### src/rtl/core/wse_pkg.sv
// Types, opcodes and decode function of the stack execute unit
package wse_pkg;

    typedef struct packed {
        logic [7:0]         kind;
        logic signed [63:0] immediate;
        logic               start_frame;
    } in_item_t;

    typedef struct packed {
        logic signed [63:0] top_value;
        logic [6:0]         stack_count;
        logic               trapped;
    } out_item_t;

    localparam logic [7:0] OP_UNREACHABLE = 8'h00;
    localparam logic [7:0] OP_DROP        = 8'h1A;
    localparam logic [7:0] OP_SELECT      = 8'h1B;
    localparam logic [7:0] OP_LOCAL_GET   = 8'h20;
    localparam logic [7:0] OP_LOCAL_SET   = 8'h21;
    localparam logic [7:0] OP_LOCAL_TEE   = 8'h22;
    localparam logic [7:0] OP_I32_LOAD    = 8'h28;
    localparam logic [7:0] OP_I32_STORE   = 8'h36;
    localparam logic [7:0] OP_I32_CONST   = 8'h41;
    localparam logic [7:0] OP_I64_CONST   = 8'h42;
    localparam logic [7:0] OP_I32_EQZ     = 8'h45;
    localparam logic [7:0] OP_I32_EQ      = 8'h46;
    localparam logic [7:0] OP_I32_NE      = 8'h47;
    localparam logic [7:0] OP_I32_LT_S    = 8'h48;
    localparam logic [7:0] OP_I32_LT_U    = 8'h49;
    localparam logic [7:0] OP_I32_GT_S    = 8'h4A;
    localparam logic [7:0] OP_I32_GT_U    = 8'h4B;
    localparam logic [7:0] OP_I32_LE_S    = 8'h4C;
    localparam logic [7:0] OP_I32_LE_U    = 8'h4D;
    localparam logic [7:0] OP_I32_GE_S    = 8'h4E;
    localparam logic [7:0] OP_I32_GE_U    = 8'h4F;
    localparam logic [7:0] OP_I32_ADD     = 8'h6A;
    localparam logic [7:0] OP_I32_SUB     = 8'h6B;
    localparam logic [7:0] OP_I32_MUL     = 8'h6C;
    localparam logic [7:0] OP_I32_DIV_S   = 8'h6D;
    localparam logic [7:0] OP_I32_DIV_U   = 8'h6E;
    localparam logic [7:0] OP_I32_REM_S   = 8'h6F;
    localparam logic [7:0] OP_I32_REM_U   = 8'h70;
    localparam logic [7:0] OP_I32_AND     = 8'h71;
    localparam logic [7:0] OP_I32_OR      = 8'h72;
    localparam logic [7:0] OP_I32_XOR     = 8'h73;
    localparam logic [7:0] OP_I32_SHL     = 8'h74;
    localparam logic [7:0] OP_I32_SHR_S   = 8'h75;
    localparam logic [7:0] OP_I32_SHR_U   = 8'h76;
    localparam logic [7:0] OP_I32_ROTL    = 8'h77;
    localparam logic [7:0] OP_I32_ROTR    = 8'h78;
    localparam logic [7:0] OP_I64_ADD     = 8'h7C;
    localparam logic [7:0] OP_I64_SUB     = 8'h7D;
    localparam logic [7:0] OP_I64_MUL     = 8'h7E;
    localparam logic [7:0] OP_I32_WRAP    = 8'hA7;
    localparam logic [7:0] OP_I64_EXT_S   = 8'hAC;
    localparam logic [7:0] OP_I64_EXT_U   = 8'hAD;

    typedef enum logic [4:0] {
        CLS_NOP, CLS_UNREACH, CLS_DROP, CLS_SELECT, CLS_LGET, CLS_LSET, CLS_LTEE,
        CLS_CONST32, CLS_CONST64, CLS_LOAD, CLS_STORE, CLS_EQZ, CLS_ALU32, CLS_MUL32,
        CLS_DIV32, CLS_ADD64, CLS_SUB64, CLS_MUL64, CLS_WRAP, CLS_EXTS
    } op_class_t;

    typedef struct packed {
        op_class_t  cls;
        logic [1:0] npops;
        logic       keep_sp;
        logic       push;
        logic       multi;
    } op_info_t;

    typedef enum logic [3:0] {
        ST_CLEAR, ST_IDLE, ST_DECODE, ST_POP_RD, ST_POP_WB, ST_EXEC, ST_MULDIV,
        ST_WRITE, ST_PEEK_RD, ST_PEEK_WB, ST_DONE
    } state_t;

    typedef struct packed {
        logic clear_step;
        logic load_in;
        logic frame_clear;
        logic pop_capture;
        logic exec;
        logic md_step;
        logic write;
        logic peek_capture;
        logic out_load;
    } dp_cmd_t;

    typedef struct packed {
        logic       clear_last;
        logic       start_frame;
        logic       trapped;
        logic [1:0] npops;
        logic       multi;
        logic       md_done;
    } dp_status_t;

    function automatic op_info_t decode_op(input logic [7:0] kind);
        op_info_t info;
        info = '{cls: CLS_NOP, npops: 2'd0, keep_sp: 1'b0, push: 1'b0, multi: 1'b0};
        case (kind)
            OP_UNREACHABLE: info.cls = CLS_UNREACH;
            OP_DROP: begin
                info.cls = CLS_DROP; info.npops = 2'd1;
            end
            OP_SELECT: begin
                info.cls = CLS_SELECT; info.npops = 2'd3; info.push = 1'b1;
            end
            OP_LOCAL_GET: begin
                info.cls = CLS_LGET; info.push = 1'b1;
            end
            OP_LOCAL_SET: begin
                info.cls = CLS_LSET; info.npops = 2'd1;
            end
            OP_LOCAL_TEE: begin
                info.cls = CLS_LTEE; info.npops = 2'd1; info.keep_sp = 1'b1;
            end
            OP_I32_CONST: begin
                info.cls = CLS_CONST32; info.push = 1'b1;
            end
            OP_I64_CONST: begin
                info.cls = CLS_CONST64; info.push = 1'b1;
            end
            OP_I32_LOAD: begin
                info.cls = CLS_LOAD; info.npops = 2'd1; info.push = 1'b1;
            end
            OP_I32_STORE: begin
                info.cls = CLS_STORE; info.npops = 2'd2;
            end
            OP_I32_EQZ: begin
                info.cls = CLS_EQZ; info.npops = 2'd1; info.push = 1'b1;
            end
            OP_I32_MUL: begin
                info.cls = CLS_MUL32; info.npops = 2'd2; info.push = 1'b1;
                info.multi = 1'b1;
            end
            OP_I32_DIV_S, OP_I32_DIV_U, OP_I32_REM_S, OP_I32_REM_U: begin
                info.cls = CLS_DIV32; info.npops = 2'd2; info.push = 1'b1;
                info.multi = 1'b1;
            end
            OP_I64_ADD: begin
                info.cls = CLS_ADD64; info.npops = 2'd2; info.push = 1'b1;
            end
            OP_I64_SUB: begin
                info.cls = CLS_SUB64; info.npops = 2'd2; info.push = 1'b1;
            end
            OP_I64_MUL: begin
                info.cls = CLS_MUL64; info.npops = 2'd2; info.push = 1'b1;
                info.multi = 1'b1;
            end
            OP_I32_WRAP, OP_I64_EXT_U: begin
                info.cls = CLS_WRAP; info.npops = 2'd1; info.push = 1'b1;
            end
            OP_I64_EXT_S: begin
                info.cls = CLS_EXTS; info.npops = 2'd1; info.push = 1'b1;
            end
            default: begin
                if ((kind >= OP_I32_EQ && kind <= OP_I32_GE_U) ||
                    (kind >= OP_I32_ADD && kind <= OP_I32_ROTR)) begin
                    info.cls = CLS_ALU32; info.npops = 2'd2; info.push = 1'b1;
                end
            end
        endcase
        return info;
    endfunction

endpackage

### src/rtl/core/wse_ctrl.sv
// Controller state machine that sequences one instruction through the datapath
module wse_ctrl (
    input  logic                  aclk,
    input  logic                  aresetn,
    input  logic                  s_valid,
    output logic                  s_ready,
    output logic                  m_valid,
    input  logic                  m_ready,
    input  wse_pkg::dp_status_t   status,
    output wse_pkg::dp_cmd_t      cmd
);

    wse_pkg::state_t state_reg, state_next;
    logic [1:0]      pops_reg, pops_next;
    logic            out_valid_reg, out_valid_next;

    always_ff @(posedge aclk) begin
        if (!aresetn) begin
            state_reg     <= wse_pkg::ST_CLEAR;
            pops_reg      <= 2'd0;
            out_valid_reg <= 1'b0;
        end else begin
            state_reg     <= state_next;
            pops_reg      <= pops_next;
            out_valid_reg <= out_valid_next;
        end
    end

    always_comb begin
        state_next     = state_reg;
        pops_next      = pops_reg;
        out_valid_next = out_valid_reg && !m_ready;
        cmd            = '0;
        s_ready        = 1'b0;
        case (state_reg)
            wse_pkg::ST_CLEAR: begin
                cmd.clear_step = 1'b1;
                if (status.clear_last) state_next = wse_pkg::ST_IDLE;
            end
            wse_pkg::ST_IDLE: begin
                s_ready = 1'b1;
                if (s_valid) begin
                    cmd.load_in = 1'b1;
                    state_next  = wse_pkg::ST_DECODE;
                end
            end
            wse_pkg::ST_DECODE: begin
                if (status.start_frame) begin
                    cmd.frame_clear = 1'b1;
                    state_next      = wse_pkg::ST_PEEK_RD;
                end else if (status.trapped) begin
                    state_next = wse_pkg::ST_PEEK_RD;
                end else if (status.npops != 2'd0) begin
                    pops_next  = status.npops;
                    state_next = wse_pkg::ST_POP_RD;
                end else begin
                    state_next = wse_pkg::ST_EXEC;
                end
            end
            wse_pkg::ST_POP_RD: state_next = wse_pkg::ST_POP_WB;
            wse_pkg::ST_POP_WB: begin
                cmd.pop_capture = 1'b1;
                pops_next       = pops_reg - 2'd1;
                state_next      = (pops_reg == 2'd1) ? wse_pkg::ST_EXEC : wse_pkg::ST_POP_RD;
            end
            wse_pkg::ST_EXEC: begin
                cmd.exec   = 1'b1;
                state_next = status.multi ? wse_pkg::ST_MULDIV : wse_pkg::ST_WRITE;
            end
            wse_pkg::ST_MULDIV: begin
                cmd.md_step = 1'b1;
                if (status.md_done) state_next = wse_pkg::ST_WRITE;
            end
            wse_pkg::ST_WRITE: begin
                cmd.write  = 1'b1;
                state_next = wse_pkg::ST_PEEK_RD;
            end
            wse_pkg::ST_PEEK_RD: state_next = wse_pkg::ST_PEEK_WB;
            wse_pkg::ST_PEEK_WB: begin
                cmd.peek_capture = 1'b1;
                state_next       = wse_pkg::ST_DONE;
            end
            wse_pkg::ST_DONE: begin
                // hold until the output slot is free
                if (!out_valid_reg || m_ready) begin
                    cmd.out_load   = 1'b1;
                    out_valid_next = 1'b1;
                    state_next     = wse_pkg::ST_IDLE;
                end
            end
            default: state_next = wse_pkg::ST_IDLE;
        endcase
    end

    assign m_valid = out_valid_reg;

endmodule

### config.mk
export PLATFORM = sky130hd
export DESIGN_NAME = wse_ctrl
export DESIGN_NICKNAME = d
export VERILOG_FILES = /design/src/rtl/core/wse_pkg.sv /design/src/rtl/core/wse_ctrl.sv
export SDC_FILE = /design/constraint.sdc
export NUM_CORES = 1
export LEC_CHECK = 0
export BUFFER_PORTS_ARGS = -buffer_cell sky130_fd_sc_hd__buf_4
export CAP_MARGIN = 5
export CELL_PAD_IN_SITES_DETAIL_PLACEMENT = 1
export CELL_PAD_IN_SITES_GLOBAL_PLACEMENT = 1
export CORE_MARGIN = 2
export CORE_UTILIZATION = 31
export CTS_BUF_LIST = sky130_fd_sc_hd__clkbuf_2 sky130_fd_sc_hd__clkbuf_4 sky130_fd_sc_hd__clkbuf_8
export DETAILED_ROUTE_END_ITERATION = 8
export PLACE_DENSITY_LB_ADDON = 0.1
export RECOVER_POWER = 100
export REMOVE_ABC_BUFFERS = 1
export SETUP_SLACK_MARGIN = 0.02
export SLEW_MARGIN = 20
export SYNTH_ARGS = -nofsm -noshare
export SYNTH_HDL_FRONTEND = slang
export SYNTH_SLANG_ARGS = --single-unit
export TNS_END_PERCENT = 1
### constraint.sdc
create_clock -name aclk -period 1.2 [get_ports aclk]
set_input_delay 0.12 -clock aclk [delete_from_list [all_inputs] [get_ports aclk]]
set_output_delay 0.12 -clock aclk [all_outputs]
set_load 0.03 [all_outputs]
==> results.yml <==
sta:
  finalSetupViolCount: 14
  setup_ws_ns: -0.263
  fin_tns_setup_ns: -2.48
  final_hold_viol_count: 0
  finClkSkew_ns: 0.00640
  worst_slew_pin_slew_ns: 0.349
  slew_headroom: 0.764
  rsz0062_at_grt: "true"
  fin_crit_ns: 1.46
  fin_crit_sh: 1.22
  drv_slew: 0
  max_freq_mhz: 684
power:
  power.share.sequential: 0.272
  power.net_switching_uw: 354
  clockPowerShare: 0.261
  leakage_uw: 0.000438
  cellInternalPower_uw: 627
  combinationalPowerShare: 0.467
  netSwitchingFraction: 0.361
  vdd_drop_max_v: 0.000734
  p_per_area_nw_per_um2: 922
detailed_routing:
  viasPerCell: 5.12
  vias: 784
  ant_nets: 0
  wl_um: 2240
  drc: 0
  post_drt_wl_per_cell_um: 14.6
  drt-initial-drc-count: 7
  firstDrtPassIters: 4
global_routing:
  grt_first_pass_wirelength_um: 3820
  grt_max_degree: 15
  grt_pass1_vias: 831
  antenna_found_initial: 0
  overflow: 0
  grt.total_usage: 0.205
floorplanning:
  die_h_um: 49.1
  die_area_um2: 2410
  start_util: 0.325
  core_um2: 1940
  pin_count: 22
  rows: 16
  die_w_um: 49.1
logic_synthesis:
  async_flop_share: 0
  ys_seq_area_frac: 0.222
  syn_area_um2: 631
  synth_area_per_cell_um2: 7.17
  netlist.area_leader.share: 0.222
  synth_area_leaders: "dfxtp_1 22%, nor2_1 9.5%, a21oi_1 5.6%"
  yosysUniqueCellTypes: 35
  synthCells: 88
  synthTopCellsByCount: "16 x nor2_1, 8 x nand2_1, 7 x a21oi_1, 7 x dfxtp_1, 5 x buf_2"
  synth_largest_area_cell: "dfxtp_1"
  synth_edf_count: 0
  synth-seq-cells: 7
  yosysMostFrequentCell: "nor2_1"
  ys.flop_type: "dfxtp_1"
  synth_warnings: 0
placed_design:
  place_hpwl_um: 1690
  port_buffers: 21
  dp_worst_setup_slack_ns: -0.352
  place_area_um2: 928
  globalplace.congestion: 0.744
finish:
  synthToLayoutAreaGrowth_pct: 68.7
  fillers: 253
  post-route-util: 0.548
  drive_gt1_frac: 0.508
  fin_nets: 139
  n_antenna_cell: 0
  postLayoutCellArea_um2: 1060
  largest_register_ffs: 4
cts:
  ctsLongestPathBuffers: 2
  cts_tree: "done"
  clk_pin_slew_ns: 0.06
  clockRootBuffer: "clkbuf_4"
  postCtsHoldBufs: 0
  clock-sinks: 7
  clock_latency_ns: 0.26
  post_cts_buffers: 0
  ctsHtreeMaxLevel: 1
  cts_buffers: 3
critical_path:
  end_kind: "output pin"
  crit_path_start_kind: "flip-flop"
  critPathMaxFanout: 6
  required_ns: 1.08
  cp.arrival_ns: 1.34
  path_class: "reg -> out"
outcome:
  outcome: "finished, violations left"
  violations: "negative setup slack"
job:
  drv_cap: 0
worst_hold_path:
  hold_path_class: "in -> reg"
stage by stage:
step | hold slack (ns) | power [uW] | instances
detailed placement | 0.385 | 663 | 149
global route | 0.124 | 1040 | 153
global placement | 0.364 | 656 | 149
floorplan | 0.272 | 444 | 82
finish | 0.115 | 980 | 153
CTS | 0.114 | 972 | 153
worst max-delay path, cell delays in order, from the launching register on:
cell and delay (ns):
dfxtp_4 0.36, buf_6 0.11, and4bb_2 0.32, nor2b_4 0.16, buf_6 0.13
power by group through the flow:
stage          Clock [uW]  Combinational (uW)  Sequential, uW
2_1_floorplan           0                 167             277
5_1_grt               276                 494             270
4_1_cts               259                 446             266
3_3_place_gp            0                 388             268
3_5_place_dp            0                 395             268
6_report              256                 458             266
area by class of cell:
type                       count  area, um^2  share of cell area
inverter                       4        15.0              0.0141
multi-input combinational     71         505               0.475
sequential                     7         153               0.144
clock buffer                   4        30.0              0.0282
tap                           27        33.8              0.0318
timing repair buffer          40         327               0.307
per-layer routing:
layer | track usage | part of all wire | vias to the layer above
li1 | - | - | 394
met1 | 0.250 | 0.43 | 378
met2 | 0.367 | 0.53 | 12
met3 | 0.0583 | 0.032 | 0
met4 | 0.0143 | 0 | 0
met5 | 0 | 0 | -
cell families after synthesis:
family,synth area share
AO/OA/AOI/OAI,0.300
adder cells (fa/ha/maj),0.0198
buffers and inverters,0.0813
flip-flops,0.222
AND/OR/NAND/NOR,0.377
timing repair:
action / 4_1_cts / 5_1_grt
endpoints found under the setup margin: 16 / 16
pin swaps: 6 / 2
gates resized for setup: 30 / 4
worst paths after layout:
kind              slack (ns)          from  cells after the start      endpoint
setup / recovery       -0.26  state_reg[0]                      4        cmd[0]
hold / removal          0.11       aresetn                      2  state_reg[1]
setup reg to reg       -0.15  state_reg[2]                      4   pops_reg[1]
hold reg to reg         0.50   pops_reg[1]                      2   pops_reg[1]
cells in the final DEF (no fill, tap or decap), types with 2 or more instances in the layout:
cell | synthesis | final
dfxtp_4 | 0 | 3
nor2_2 | 0 | 3
buf_6 | 1 | 8
a21oi_1 | 7 | 5
nor2_4 | 0 | 2
o21ai_1 | 1 | 2
a31oi_1 | 2 | 2
buf_4 | 0 | 31
inv_1 | 4 | 4
a21oi_2 | 0 | 2
a211oi_1 | 3 | 2
nor2_1 | 16 | 11
a211o_1 | 2 | 2
o21ai_0 | 3 | 2
clkbuf_4 | 0 | 4
nand2_1 | 8 | 8
nor2b_1 | 3 | 2
dfxtp_1 | 7 | 3
or2_4 | 0 | 2
Note: power is estimated with default switching activity, not from simulation.
